### src/rtl/core/hrap_pkg.sv
// ============================================================================
// hrap_pkg
// Shared widths, constants and types for the HRAP grid projection pipeline.
// ============================================================================
package hrap_pkg;

    // Angle in degrees, Q16, after the longitude shift
    localparam int DEG_W  = 27;
    // CORDIC datapath width (Q30 plus headroom)
    localparam int CW     = 34;
    // Sine / cosine result width (Q30, signed)
    localparam int TRIG_W = 32;

    // Divider geometry
    localparam int MAG_W  = 60;  // |radius * p| magnitude
    localparam int DEN_W  = 32;  // 2^30 + sin(lat), positive
    localparam int DIV_QW = 25;  // quotient bits kept before overflow
    localparam int DIV_NW = 53;  // rounded, pre-scaled numerator
    localparam int DIV_RW = 57;  // partial remainder

    localparam int FULL_TURN = 23592960;  // 360 deg, Q16
    localparam int HALF_TURN = 11796480;  // 180 deg, Q16
    localparam int QUARTER   = 5898240;   // 90 deg, Q16
    localparam int LON_SHIFT = 4915200;   // 75 deg, Q16

    localparam logic signed [CW-1:0] Q30_ONE     = 34'sd1073741824;
    localparam logic signed [CW-1:0] CORDIC_GAIN = 34'sd652032874;
    localparam logic signed [34:0]   D2R_Q38     = 35'sd4797524517;
    localparam logic [27:0]          RADIUS_Q16  = 28'd163600164;

    localparam int COL_OFFSET = 102656;   // 401 * 256
    localparam int ROW_OFFSET = 409856;   // 1601 * 256
    localparam int OUT_MAX    = 8388607;
    localparam int OUT_MIN    = -8388608;

    // Special-angle flags carried alongside the CORDIC
    typedef struct packed {
        logic neg_cos;
        logic zero;
        logic qpos;
        logic qneg;
    } hrap_trig_flags_t;

    // Per-coordinate sideband carried through the divider
    typedef struct packed {
        logic pole;   // 1 + sin(lat) <= 0
        logic tpos;   // trig factor > 0
        logic tneg;   // trig factor < 0
        logic pneg;   // product negative
    } hrap_side_t;

    // atan(2^-i) in Q30, rounded
    function automatic logic signed [CW-1:0] atan_q30(input logic [4:0] idx);
        logic signed [CW-1:0] a;
        unique case (idx)
            5'd0:  a = 34'sd843314857;
            5'd1:  a = 34'sd497837829;
            5'd2:  a = 34'sd263043837;
            5'd3:  a = 34'sd133525159;
            5'd4:  a = 34'sd67021687;
            5'd5:  a = 34'sd33543516;
            5'd6:  a = 34'sd16775851;
            5'd7:  a = 34'sd8388437;
            5'd8:  a = 34'sd4194283;
            5'd9:  a = 34'sd2097149;
            5'd10: a = 34'sd1048576;
            5'd11: a = 34'sd524288;
            5'd12: a = 34'sd262144;
            5'd13: a = 34'sd131072;
            5'd14: a = 34'sd65536;
            5'd15: a = 34'sd32768;
            5'd16: a = 34'sd16384;
            5'd17: a = 34'sd8192;
            5'd18: a = 34'sd4096;
            5'd19: a = 34'sd2048;
            5'd20: a = 34'sd1024;
            5'd21: a = 34'sd512;
            5'd22: a = 34'sd256;
            5'd23: a = 34'sd128;
            5'd24: a = 34'sd64;
            5'd25: a = 34'sd32;
            5'd26: a = 34'sd16;
            5'd27: a = 34'sd8;
            5'd28: a = 34'sd4;
            5'd29: a = 34'sd2;
            5'd30: a = 34'sd1;
            default: a = '0;
        endcase
        return a;
    endfunction

endpackage

### src/rtl/core/hrap_div.sv
// ============================================================================
// hrap_div
// Pipelined rounded divide: round(num / (den * 256)), one quotient bit per
// stage, with an overflow flag when the quotient does not fit.
// ============================================================================
module hrap_div (
    input  logic                              clk,
    input  logic                              rst_n,
    input  logic                              en,
    input  logic                              in_valid,
    input  logic [hrap_pkg::MAG_W-1:0]        num,
    input  logic [hrap_pkg::DEN_W-1:0]        den,
    input  hrap_pkg::hrap_side_t              side,
    output logic                              out_valid,
    output logic [hrap_pkg::DIV_QW-1:0]       quo,
    output logic                              ovf,
    output hrap_pkg::hrap_side_t              side_out
);
    import hrap_pkg::*;

    // round then pre-scale: floor((num + 128*den) / 256) / den
    logic [MAG_W:0]    sum;
    logic [DIV_NW-1:0] nq;
    logic              ovf_next;

    always_comb
    begin
        sum      = (MAG_W+1)'(num) + (MAG_W+1)'({den, 7'b0});
        nq       = sum[MAG_W:8];
        ovf_next = DIV_RW'(nq) >= (DIV_RW'(den) << DIV_QW);
    end

    logic [DIV_RW-1:0] rem_reg [0:DIV_QW];
    logic [DIV_QW-1:0] q_reg   [0:DIV_QW];
    logic [DEN_W-1:0]  den_reg [0:DIV_QW];
    logic              ovf_reg [0:DIV_QW];
    hrap_side_t        side_reg[0:DIV_QW];
    logic              v_reg   [0:DIV_QW];

    always_ff @(posedge clk or negedge rst_n)
    begin
        if (!rst_n)
        begin
            v_reg[0] <= 1'b0;
        end
        else if (en)
        begin
            v_reg[0] <= in_valid;
        end
    end

    always_ff @(posedge clk)
    begin
        if (en)
        begin
            rem_reg[0]  <= ovf_next ? '0 : DIV_RW'(nq);
            q_reg[0]    <= '0;
            den_reg[0]  <= den;
            ovf_reg[0]  <= ovf_next;
            side_reg[0] <= side;
        end
    end

    for (genvar k = 0; k < DIV_QW; k++)
    begin : g_bit
        localparam int B = DIV_QW - 1 - k;
        logic [DIV_RW-1:0] dsh;

        assign dsh = DIV_RW'(den_reg[k]) << B;

        always_ff @(posedge clk or negedge rst_n)
        begin
            if (!rst_n)
            begin
                v_reg[k+1] <= 1'b0;
            end
            else if (en)
            begin
                v_reg[k+1] <= v_reg[k];
            end
        end

        always_ff @(posedge clk)
        begin
            if (en)
            begin
                if (rem_reg[k] >= dsh)
                begin
                    rem_reg[k+1] <= rem_reg[k] - dsh;
                    q_reg[k+1]   <= q_reg[k] | (DIV_QW'(1) << B);
                end
                else
                begin
                    rem_reg[k+1] <= rem_reg[k];
                    q_reg[k+1]   <= q_reg[k];
                end
                den_reg[k+1]  <= den_reg[k];
                ovf_reg[k+1]  <= ovf_reg[k];
                side_reg[k+1] <= side_reg[k];
            end
        end
    end

    assign out_valid = v_reg[DIV_QW];
    assign quo       = q_reg[DIV_QW];
    assign ovf       = ovf_reg[DIV_QW];
    assign side_out  = side_reg[DIV_QW];

endmodule

### config.mk
export PLATFORM = sky130hd
export DESIGN_NAME = hrap_div
export DESIGN_NICKNAME = d
export VERILOG_FILES = /design/src/rtl/core/hrap_pkg.sv /design/src/rtl/core/hrap_div.sv
export SDC_FILE = /design/constraint.sdc
export NUM_CORES = 2
export LEC_CHECK = 0
export BUFFER_PORTS_ARGS = -buffer_cell sky130_fd_sc_hd__buf_2
export CAP_MARGIN = 20
export CORE_MARGIN = 3
export CORE_UTILIZATION = 35
export CTS_CLUSTER_DIAMETER = 60
export DETAILED_ROUTE_END_ITERATION = 16
export GPL_TIMING_DRIVEN = 0
export PLACE_DENSITY = 0.47
export SETUP_SLACK_MARGIN = 0.5
export SLEW_MARGIN = 40
export SYNTH_ARGS = -nofsm -noshare
export SYNTH_HDL_FRONTEND = slang
export SYNTH_SLANG_ARGS = --single-unit
### constraint.sdc
create_clock -name clk -period 4.9 [get_ports clk]
set_input_delay 0.245 -clock clk [delete_from_list [all_inputs] [get_ports clk]]
set_output_delay 0.245 -clock clk [all_outputs]
set_load 0.005 [all_outputs]
==> metrics.md <==
| Metric | Value |
|---|---|
| Flop-to-flop setup slack | `680 ps` |
| R2R Path End | `rem_reg[8][92]` |
| Largest net degree at the start of global routing | `108` |
| Status | `finished, violations left` |
| Mean Syn Cell Area | `11.51 sq um` |
| Slowest CP cell | `fa_2` |
| Die span in x | `644.6 um` |
| Worst Hold Path EP | `den_reg[0][208]` |
| Max-cap check violation count | `0` |
| Hold Path Depth | `3` |
| CTS Buf Count | `361` |
| Worst Skew | `44.80 ps` |
| Final worst-path cycle share | `101.9%` |
| Fmax | `200.2 MHz` |
| Count leader, synth | `edfxtp_1` |
| Worst min path class | `primary input to flop` |
| Synth warn | `0` |
| Final HPWL DP | `345,400 um` |
| GRT Residual Overflow | `0` |
| WL final | `442,000 um` |
| First-pass GRT wire length | `647,800 um` |
| Max reg flops | `1,421` |
| Logic pwr share | `35.5%` |
| Placer congestion estimate | `0.9248` |
| Seq/Total Area, Yosys | `56.76%` |
| Sw frac | `36.29%` |
| Post-Synthesis Cells | `12,400` |
| Tmin final | `4995 ps` |
| Top Ports | `131` |
| PwrDens | `586.3 nW/um^2` |
| Most frequent CP cell | `buf_6` |
| Finished Layout Cells | `18,830` |
| Clock network power share | `27.3%` |
| RSZ-0062 raised after global routing | `true` |
| Slew HR | `43.00%` |
| Hold Startpoint | `en` |
| Number of synthesized register bits | `2,702` |
| VDD IR max | `303.3 uV` |
| Area of the multi-input gates | `57,470 sq um` |
| PnR worst setup slack | `-95.13 ps` |
| Clk buf depth | `4` |
| Total number of vias | `98,850` |
| Worst setup SP type | `primary input` |
| Worst-Margin Slew | `849.2 ps` |
| Psw | `35.43 mW` |
| Clk sinks | `2,702` |
| Area share of the largest cell type after synthesis | `56.30%` |
| Crit Path Category | `primary input to flop` |
| Ranking of synthesized cells by area | `edfxtp_1 56%, ha_1 7.5%, xnor2_1 3.4%` |
| I/O Buffers | `123` |
| CP Max Fanout | `5` |
| Top cells by count, synth | `2,676 x edfxtp_1, 1,068 x nand2_1, 1,064 x inv_1` |
| Pre-CTS worst setup slack | `-1553 ps` |
| Die H | `644.6 um` |
| Antenna viol nets, final | `0` |
| Layout cell share with drive strength beyond 1 | `10.41%` |
| Placed cells | `17,990` |
| Die ar. | `415,500 sq um` |
| Initial Util | `35.30%` |
| Register Area | `81,010 sq um` |
| Launch point of the worst reg-to-reg path | `rem_reg[8][10]` |
| Post-synth EDFFs | `2,676` |
| GRT Overall Usage | `20.72%` |
| Worst Path Required | `5640 ps` |
| Initial antenna violation count | `14` |
| 1st-pass router iterations | `6` |
| Final hold violations | `0` |
| Syn_nets | `13,390` |
| Filler cells | `38,230` |
| Critical path capture point type | `flop` |
| Async set or reset register ratio after synthesis | `0.9623%` |
| TritonCTS clock tree | `done` |
| Area Overhead vs Synth | `16.67%` |
| Vias in the first global route | `98,100` |
| Post-Syn Area | `142,700 sq um` |
| Flop pwr share | `37.1%` |
| Starting DRT DRC Count | `7,578` |
| Drt drc | `0` |
| Root Buffer | `clkbuf_16` |
| Core ar. | `404,400 sq um` |
| Drt via density | `5.251` |
| Nets | `14,080` |
| R2R cell count | `12` |
| Worst-path clk slew | `50 ps` |
| Main synth FF type | `edfxtp_1` |
| WL/cell | `23.48 um` |
| Violated checks | `setup timing` |
| Int Power | `62.20 mW` |
| Crit-path max cell delay | `370 ps` |
| H-tree Lvls | `5` |
| Setup violations, final | `6` |
| Synth area leader | `edfxtp_1` |
| Std cell rows | `233` |
| Clk Latency, worst-skew pair | `930 ps` |
| Slew Viols, Final | `0` |
| Synth unique cells | `103` |
| Critical Path AT | `5740 ps` |
| Leakage | `64.52 nW` |
==> logic make-up after synthesis <==
group,Yosys count,share of synthesized area [%]
buf+inv,1392,3.767
xor+xnor,987,6.057
simple gates,3316,11.41
fa+ha+maj,881,7.855
mux,159,1.247
compound gates,2967,12.91
flops,2702,56.76
==> through the flow <==
| step | area (sq um) | hold slack [ps] | TNS, ps | util, % | total power [mW] |
|---|---|---|---|---|---|
| floorplan | 142800 | -50.59 | -6536 | - | 58.98 |
| global placement | 150200 | 253.8 | - | 37.14 | 70.53 |
| detailed placement | 151600 | 279.3 | -168930 | 37.50 | 70.51 |
| CTS | 165600 | 1.291 | 0 | 40.95 | 98.23 |
| global route | 166500 | 52.57 | -4375 | 41.18 | 103.6 |
| finish | 166500 | 63.29 | -141.2 | 41.18 | 97.63 |
==> worst max path at each step <==
stage / startpoint / end / slack, ps / cells after the start
floorplan: den[0] / rem_reg[0][52] / -180 / 24
detailed placement: den[7] / rem_reg[0][29] / -1550 / 24
finish: num[7] / rem_reg[0][29] / -100 / 40
global placement: en / q_reg[3][21] / -23950 / 5
global route: num[7] / rem_reg[0][29] / -140 / 26
CTS: den[0] / rem_reg[0][29] / 10 / 26
==> critical path: cells and delay by family <==
family / cells / cell delay (ps)
adders and majority gates: 1 / 370
and+or+nand+nor: 6 / 840
AOI/OAI and AO/OA: 4 / 890
buffers and inverters: 29 / 3360
==> layout by cell type, fill, tap and decap left out, types with 147 or more instances in the layout <==
cell type,instances
xor2_1,433
nor2b_1,147
xnor2_1,538
nand2_1,1065
ha_1,852
inv_1,1063
nand3_1,237
a21oi_1,794
a21o_1,488
nand2b_1,150
o21ai_0,856
clkbuf_16,365
edfxtp_1,2676
nor3_1,192
nor2_1,668
nand4_1,152
clkbuf_1,222
==> power groups by stage <==
stage,combinational (mW),clock [mW],sequential (mW)
final,34.7,26.7,36.3
after global routing,38.5,28.5,36.7
after CTS,34.4,27.5,36.4
after detailed placement,33.7,0,36.8
after global placement,33.4,0,37.2
after floorplan,24.6,0,34.3
==> cell type report <==
cell class | instances | area share [%]
Multi-Input combinational cell | 8311 | 34.52
Inverter | 1066 | 2.405
Buffer | 326 | 1.000
Tap cell | 5405 | 4.061
Antenna cell | 18 | 0.02705
Sequential cell | 2702 | 48.65
Clock inverter | 246 | 1.703
Clock buffer | 420 | 5.590
Timing Repair Buffer | 332 | 2.051
==> per-layer routing <==
| metal | routed length [um] | track usage, % |
|---|---|---|
| met2 | 225700 | 37.68 |
| met1 | 184300 | 25.76 |
| met4 | 14760 | 6.379 |
| met5 | 18 | 0 |
| met3 | 17210 | 2.072 |
==> repair_timing <==
item                                   CTS  global route
pin swaps                               27            42
resized for setup                      147           191
gates cloned                             1             3
endpoints found under the hold margin  153             0
buffers inserted                        45            17
hold buffers                            88             0
setup endpoints to repair              591           456
(Power assumes the default switching activity.)
